[src/sv/cawf_pkg.sv]
package cawf_pkg;

  // Operation codes carried on the input tuser
  typedef enum logic [3:0] {
    KIND_ADD   = 4'd0,
    KIND_ADC   = 4'd1,
    KIND_SUB   = 4'd2,
    KIND_SBC   = 4'd3,
    KIND_AND   = 4'd4,
    KIND_XOR   = 4'd5,
    KIND_OR    = 4'd6,
    KIND_INC8  = 4'd7,
    KIND_DEC8  = 4'd8,
    KIND_ADD16 = 4'd9,
    KIND_SPOFS = 4'd10,
    KIND_INC16 = 4'd11,
    KIND_DEC16 = 4'd12
  } kind_e;

  // Bit positions in the Z N H C flag nibble
  localparam int unsigned FLAG_Z = 3;
  localparam int unsigned FLAG_N = 2;
  localparam int unsigned FLAG_H = 1;
  localparam int unsigned FLAG_C = 0;

  localparam int unsigned DataW  = 16;
  localparam int unsigned FlagW  = 4;
  localparam int unsigned InTdataW  = 40;
  localparam int unsigned OutTdataW = 24;

  // One operation request as held in the input register
  typedef struct packed {
    kind_e              kind;
    logic [DataW-1:0]   dest_value;
    logic [DataW-1:0]   operand;
    logic [FlagW-1:0]   flags_in;
  } alu_req_t;

  // One result as held in the result register
  typedef struct packed {
    logic [DataW-1:0]   result;
    logic [FlagW-1:0]   flags_out;
  } alu_rsp_t;

endpackage

[src/sv/cawf_alu.sv]
module cawf_alu
  import cawf_pkg::*;
(
  input  alu_req_t req_i,
  output alu_rsp_t rsp_o
);

  logic [7:0]  a;
  logic [7:0]  b;
  logic        cin;
  logic [8:0]  add9;
  logic [4:0]  addh;
  logic [8:0]  sub9;
  logic [4:0]  subh;
  logic [16:0] add17;
  logic [12:0] add13;
  logic [7:0]  inc8;
  logic [7:0]  dec8;
  logic [7:0]  and8;
  logic [7:0]  xor8;
  logic [7:0]  or8;
  logic [15:0] spofs;
  logic [15:0] res;
  logic [3:0]  flg;

  assign a   = req_i.dest_value[7:0];
  assign b   = req_i.operand[7:0];
  // carry only enters for adc and sbc
  assign cin = req_i.flags_in[FLAG_C] &
               ((req_i.kind == KIND_ADC) | (req_i.kind == KIND_SBC));

  // 8-bit adder and subtractor with nibble halves for H
  assign add9 = {1'b0, a} + {1'b0, b} + {8'd0, cin};
  assign addh = {1'b0, a[3:0]} + {1'b0, b[3:0]} + {4'd0, cin};
  assign sub9 = {1'b0, a} - {1'b0, b} - {8'd0, cin};
  assign subh = {1'b0, a[3:0]} - {1'b0, b[3:0]} - {4'd0, cin};

  // 16-bit add with carry out of bit 11 for H
  assign add17 = {1'b0, req_i.dest_value} + {1'b0, req_i.operand};
  assign add13 = {1'b0, req_i.dest_value[11:0]} + {1'b0, req_i.operand[11:0]};

  assign inc8  = a + 8'd1;
  assign dec8  = a - 8'd1;
  assign and8  = a & b;
  assign xor8  = a ^ b;
  assign or8   = a | b;
  // stack pointer plus sign-extended byte
  assign spofs = req_i.dest_value + {{8{b[7]}}, b};

  // Result and flag select
  always_comb begin
    res = req_i.dest_value;
    flg = req_i.flags_in;
    unique case (req_i.kind) inside
      KIND_ADD, KIND_ADC: begin
        res = {8'd0, add9[7:0]};
        flg[FLAG_Z] = (add9[7:0] == 8'd0);
        flg[FLAG_N] = 1'b0;
        flg[FLAG_H] = addh[4];
        flg[FLAG_C] = add9[8];
      end
      KIND_SUB, KIND_SBC: begin
        res = {8'd0, sub9[7:0]};
        flg[FLAG_Z] = (sub9[7:0] == 8'd0);
        flg[FLAG_N] = 1'b1;
        flg[FLAG_H] = subh[4];
        flg[FLAG_C] = sub9[8];
      end
      KIND_AND, KIND_XOR, KIND_OR: begin
        if (req_i.kind == KIND_AND) begin
          res = {8'd0, and8};
        end else if (req_i.kind == KIND_XOR) begin
          res = {8'd0, xor8};
        end else begin
          res = {8'd0, or8};
        end
        flg[FLAG_Z] = (res[7:0] == 8'd0);
        flg[FLAG_N] = 1'b0;
        flg[FLAG_H] = (req_i.kind == KIND_AND);
        flg[FLAG_C] = 1'b0;
      end
      KIND_INC8: begin
        res = {8'd0, inc8};
        flg[FLAG_Z] = (inc8 == 8'd0);
        flg[FLAG_N] = 1'b0;
        flg[FLAG_H] = (inc8[3:0] == 4'h0);
      end
      KIND_DEC8: begin
        res = {8'd0, dec8};
        flg[FLAG_Z] = (dec8 == 8'd0);
        flg[FLAG_N] = 1'b1;
        flg[FLAG_H] = (dec8[3:0] == 4'hF);
      end
      KIND_ADD16: begin
        res = add17[15:0];
        flg[FLAG_N] = 1'b0;
        flg[FLAG_H] = add13[12];
        flg[FLAG_C] = add17[16];
      end
      KIND_SPOFS: begin
        // H and C come from the unsigned low-byte add (no carry in)
        res = spofs;
        flg[FLAG_Z] = 1'b0;
        flg[FLAG_N] = 1'b0;
        flg[FLAG_H] = addh[4];
        flg[FLAG_C] = add9[8];
      end
      KIND_INC16: res = req_i.dest_value + 16'd1;
      KIND_DEC16: res = req_i.dest_value - 16'd1;
      default: begin
        // unused codes pass value and flags through
        res = req_i.dest_value;
        flg = req_i.flags_in;
      end
    endcase
  end

  assign rsp_o.result    = res;
  assign rsp_o.flags_out = flg;

endmodule

[src/sv/cpu_alu_with_flags_core.sv]
// Channel   Dir  tdata (low bit up)                          tuser
// s_axis    in   dest_value[15:0] operand[31:16]              kind[3:0]
//                flags_in[35:32] zero[39:36]
// m_axis    out  result[15:0] flags_out[19:16] zero[23:20]    -
//
// One request per cycle, sustained while the result side is not stalled; a
// request passes through the input register, one ALU pass and the result register.
// Reset clears both valid bits; the payload registers are not reset.
// A stalled result holds in the result register while the input register
// can still take one more request; s_axis_tready falls only when both are full.
module cpu_alu_with_flags_core
  import cawf_pkg::*;
(
  input  logic                 clk_i,
  input  logic                 rst_ni,
  input  logic                 s_axis_tvalid,
  output logic                 s_axis_tready,
  input  logic [InTdataW-1:0]  s_axis_tdata,  // dest_value, operand, flags_in
  input  logic [3:0]           s_axis_tuser,  // kind
  output logic                 m_axis_tvalid,
  input  logic                 m_axis_tready,
  output logic [OutTdataW-1:0] m_axis_tdata   // result, flags_out
);

  logic     in_valid_q;
  alu_req_t in_req_q;
  alu_req_t in_req_d;
  logic     out_valid_q;
  alu_rsp_t out_rsp_q;
  alu_rsp_t alu_rsp;
  logic     out_ready;
  logic     in_ready;

  // Stage handshakes: each register loads when empty or draining
  assign out_ready     = ~out_valid_q | m_axis_tready;
  assign in_ready      = ~in_valid_q | out_ready;
  assign s_axis_tready = in_ready;

  // Unpack the request
  assign in_req_d.kind       = kind_e'(s_axis_tuser);
  assign in_req_d.dest_value = s_axis_tdata[15:0];
  assign in_req_d.operand    = s_axis_tdata[31:16];
  assign in_req_d.flags_in   = s_axis_tdata[35:32];

  // Input register valid
  always_ff @(posedge clk_i or negedge rst_ni) begin
    if (!rst_ni) begin
      in_valid_q <= 1'b0;
    end else if (in_ready) begin
      in_valid_q <= s_axis_tvalid;
    end
  end

  // Input register payload
  always_ff @(posedge clk_i) begin
    if (in_ready && s_axis_tvalid) begin
      in_req_q <= in_req_d;
    end
  end

  cawf_alu u_alu (
    .req_i (in_req_q),
    .rsp_o (alu_rsp)
  );

  // Result register valid
  always_ff @(posedge clk_i or negedge rst_ni) begin
    if (!rst_ni) begin
      out_valid_q <= 1'b0;
    end else if (out_ready) begin
      out_valid_q <= in_valid_q;
    end
  end

  // Result register payload
  always_ff @(posedge clk_i) begin
    if (out_ready && in_valid_q) begin
      out_rsp_q <= alu_rsp;
    end
  end

  assign m_axis_tvalid = out_valid_q;
  assign m_axis_tdata  = {4'd0, out_rsp_q.flags_out, out_rsp_q.result};

endmodule

[config.mk]
export PLATFORM = sky130hd
export DESIGN_NAME = cpu_alu_with_flags_core
export DESIGN_NICKNAME = d
export VERILOG_FILES = /design/src/sv/cawf_pkg.sv /design/src/sv/cawf_alu.sv /design/src/sv/cpu_alu_with_flags_core.sv
export SDC_FILE = /design/constraint.sdc
export NUM_CORES = 1
export LEC_CHECK = 0
export ABC_CLOCK_PERIOD_IN_PS = 3950
export BUFFER_PORTS_ARGS = -buffer_cell sky130_fd_sc_hd__buf_2
export CAP_MARGIN = 10
export CORE_ASPECT_RATIO = 1.75
export CORE_MARGIN = 3
export CORE_UTILIZATION = 52
export CTS_CLUSTER_DIAMETER = 60
export DETAILED_ROUTE_END_ITERATION = 6
export HOLD_SLACK_MARGIN = 0.02
export PLACE_DENSITY = 0.82
export SLEW_MARGIN = 20
export SYNTH_ARGS = -nofsm -noshare
export SYNTH_HDL_FRONTEND = slang
export SYNTH_HIERARCHICAL = 1
export SYNTH_SLANG_ARGS = --single-unit
[constraint.sdc]
create_clock -name clk_i -period 3.95 [get_ports clk_i]
set_input_delay 0.79 -clock clk_i [delete_from_list [all_inputs] [get_ports clk_i]]
set_output_delay 0.79 -clock clk_i [all_outputs]
set_load 0.05 [all_outputs]
==> impl_metrics.env <==
export IMPL_yosysUniqueCellTypes=76
export IMPL_layout_cells_most_common="buf_2"
export IMPL_die_area_um2=12700
export IMPL_core_area_um2=10900
export IMPL_period_share=0.926
export IMPL_syn_inst=642
export IMPL_setup_tns_ns=0
export IMPL_dr_pass1_iters=7
export IMPL_wirelength_um=20400
export IMPL_crit_reg2reg_launch="in_req_q[39]"
export IMPL_grt_pass1_wl_um=31200
export IMPL_io_buffers=65
export IMPL_yosysTopAreaCellShare=0.305
export IMPL_place_area_um2=6410
export IMPL_cp_max_fo=4
export IMPL_synth_seq_area_share=0.313
export IMPL_worstMarginPinSlew_ns=0.877
export IMPL_max_freq_mhz=274
export IMPL_rsz0062_at_grt="no"
export IMPL_switching_power_mw=0.957
export IMPL_hpwl_um=15700
export IMPL_max_slew_margin=0.411
export IMPL_ir_worst_vdd_mv=0.330
export IMPL_viasPerCell=6.80
export IMPL_postCtsSetupRepairBufs=0
export IMPL_drc=0
export IMPL_cts_max_level=3
export IMPL_gp_congestion=1.14
export IMPL_cts_num_sinks=62
export IMPL_finClkSkew_ns=0.00869
export IMPL_maxCapViolCount=0
export IMPL_grt_max_degree=41
export IMPL_synth_area_leaders="edfxtp_1 30%, ha_1 13%, xnor2_1 4.9%"
export IMPL_first_iter_violations=733
export IMPL_design_area_um2=6690
export IMPL_hold_slack_ns=0.236
export IMPL_cts_resized_gates=0
export IMPL_drv_slew=0
export IMPL_reg2reg_depth=10
export IMPL_power_mw=2.58
export IMPL_synth_top_area_cell="edfxtp_1"
export IMPL_clockPowerShare=0.296
export IMPL_path_clk_slew_ns=0.05
export IMPL_dr_total_vias=5727
export IMPL_p_per_area_nw_per_um2=385
export IMPL_die_h_um=147
export IMPL_wl_per_cell_um=24.3
export IMPL_ant_nets=0
export IMPL_worstPathArrival_ns=3.72
export IMPL_syn_to_final_growth_pct=13.2
export IMPL_seq_power_share=0.325
export IMPL_io_pins=74
export IMPL_num_antenna_cells=0
export IMPL_power_internal_mw=1.62
export IMPL_syn_avg_cell_area_um2=9.20
export IMPL_hold_buffers=0
export IMPL_start_util=0.543
export IMPL_numCtsBuffers=9
export IMPL_tritoncts="yes"
export IMPL_path_class="flop to flop"
export IMPL_sw_frac_of_total=0.372
export IMPL_synth_area_um2=5910
export IMPL_reg2reg_setup_slack_ns=0.29
export IMPL_synth_edf_count=60
export IMPL_hold_viol=0
export IMPL_grt_pass1_vias=5643
export IMPL_timing_rr_end="m_axis_tdata[17]"
export IMPL_p_leak_nw=2.73
export IMPL_ys_flop_type="edfxtp_1"
export IMPL_rows=50
export IMPL_ys_ff_latch=62
export IMPL_worst_setup_path_end_kind="flop"
export IMPL_required_ns=4.01
export IMPL_clock_root_buffer="clkbuf_16"
export IMPL_setup_viol=0
export IMPL_combPwrFrac=0.379
export IMPL_startpoint_type="flop"
export IMPL_clockBufferDepth=2
export IMPL_final_cell_mix="65 x buf_2, 60 x edfxtp_1, 60 x ha_1"
export IMPL_antenna_found_initial=0
export IMPL_grt_overflow_total=0
export IMPL_drive_gt1_frac=0.164
export IMPL_synth_warnings=6
export IMPL_die_w_um=86.6
export IMPL_async_flop_share=0.0323
export IMPL_fin_crit_ns=3.66
export IMPL_nets=822
export IMPL_min_path_type="primary input to async pin"
export IMPL_clk_latency_ns=0.33
export IMPL_outcome="finished clean"
export IMPL_utilization=0.614
export IMPL_gr_usage_all_layers=0.326
==> critical path, cell delays in order, from the launching register on <==
cell and delay, ns:
edfxtp_1 0.39, nor2_1 0.39, nand3_1 0.22, fa_1 0.47, fa_1 0.46, o21a_1 0.23
nor2_1 0.22, xnor2_1 0.13, a221o_1 0.32, a2111oi_0 0.42, nor3_1 0.13
==> metrics by stage <==
step,instances,worst slack (ns)
floorplan,645,0.545
global placement,827,0.425
detailed placement,827,0.428
CTS,842,0.352
global route,842,0.161
finish,842,0.294
==> synthesized netlist by cell type (10+ instances only) <==
| master | number |
|---|---|
| ha_1 | 60 |
| nor2_1 | 34 |
| buf_2 | 10 |
| o21ai_1 | 13 |
| nor2b_1 | 10 |
| xor2_1 | 16 |
| o21ai_0 | 30 |
| edfxtp_1 | 60 |
| a21oi_1 | 44 |
| clkbuf_1 | 17 |
| inv_1 | 34 |
| a22oi_1 | 11 |
| nand3_1 | 16 |
| nand4_1 | 11 |
| xnor2_1 | 33 |
| nand2_1 | 42 |
==> power by group through the flow <==
stage               clock [mW]  combinational (mW)  sequential (mW)
floorplan                    0               0.581            0.928
global placement             0               0.920            0.849
detailed placement           0               0.941            0.850
CTS                      0.774               0.948            0.837
global route             0.804                1.04            0.843
finish                   0.763               0.975            0.837
==> layer usage <==
metal	vias to the layer above	part of all wire	track usage
li1	2551	-	-
met1	2700	0.33	0.346
met2	367	0.51	0.570
met3	109	0.077	0.0578
met4	0	0.081	0.223
met5	-	0	0
==> how the worst max path moves through the flow <==
| stage | startpoint | end | slack, ns | depth (start not counted) |
|---|---|---|---|---|
| after CTS | in_req_q[39] | m_axis_tdata[17] | 0.35 | 10 |
| final | in_req_q[39] | m_axis_tdata[17] | 0.29 | 10 |
| after floorplan | in_req_q[36] | m_axis_tdata[17] | 0.54 | 12 |
| after global placement | in_req_q[39] | m_axis_tdata[17] | 0.42 | 10 |
| after global routing | in_req_q[5] | m_axis_tdata[7] | 0.16 | 12 |
| after detailed placement | in_req_q[39] | m_axis_tdata[17] | 0.43 | 10 |
==> registers in the layout (all words and copies together) (netlist names) <==
| signal | flops |
|---|---|
| in_req_q | 40 |
| in_valid_q | 1 |
| m_axis_tdata | 20 |
| m_axis_tvalid | 1 |
==> final cells by class <==
type | instances | area (um2)
inverter | 37 | 139
timing repair buffer | 87 | 490
clock buffer | 10 | 229
fill | 929 | 4200
tap | 130 | 163
clock inverter | 5 | 51.3
sequential | 62 | 1850
multi-input combinational | 511 | 3760
==> logic make-up after synthesis <==
group,after synthesis,share of synthesized area
other cells,1,0.000635
mux,10,0.0214
fa+ha+maj,66,0.147
buf+inv,72,0.0517
flops,62,0.313
xor+xnor,49,0.0726
compound gates,196,0.220
simple gates,186,0.173
Power figures use the tool's default switching activity.
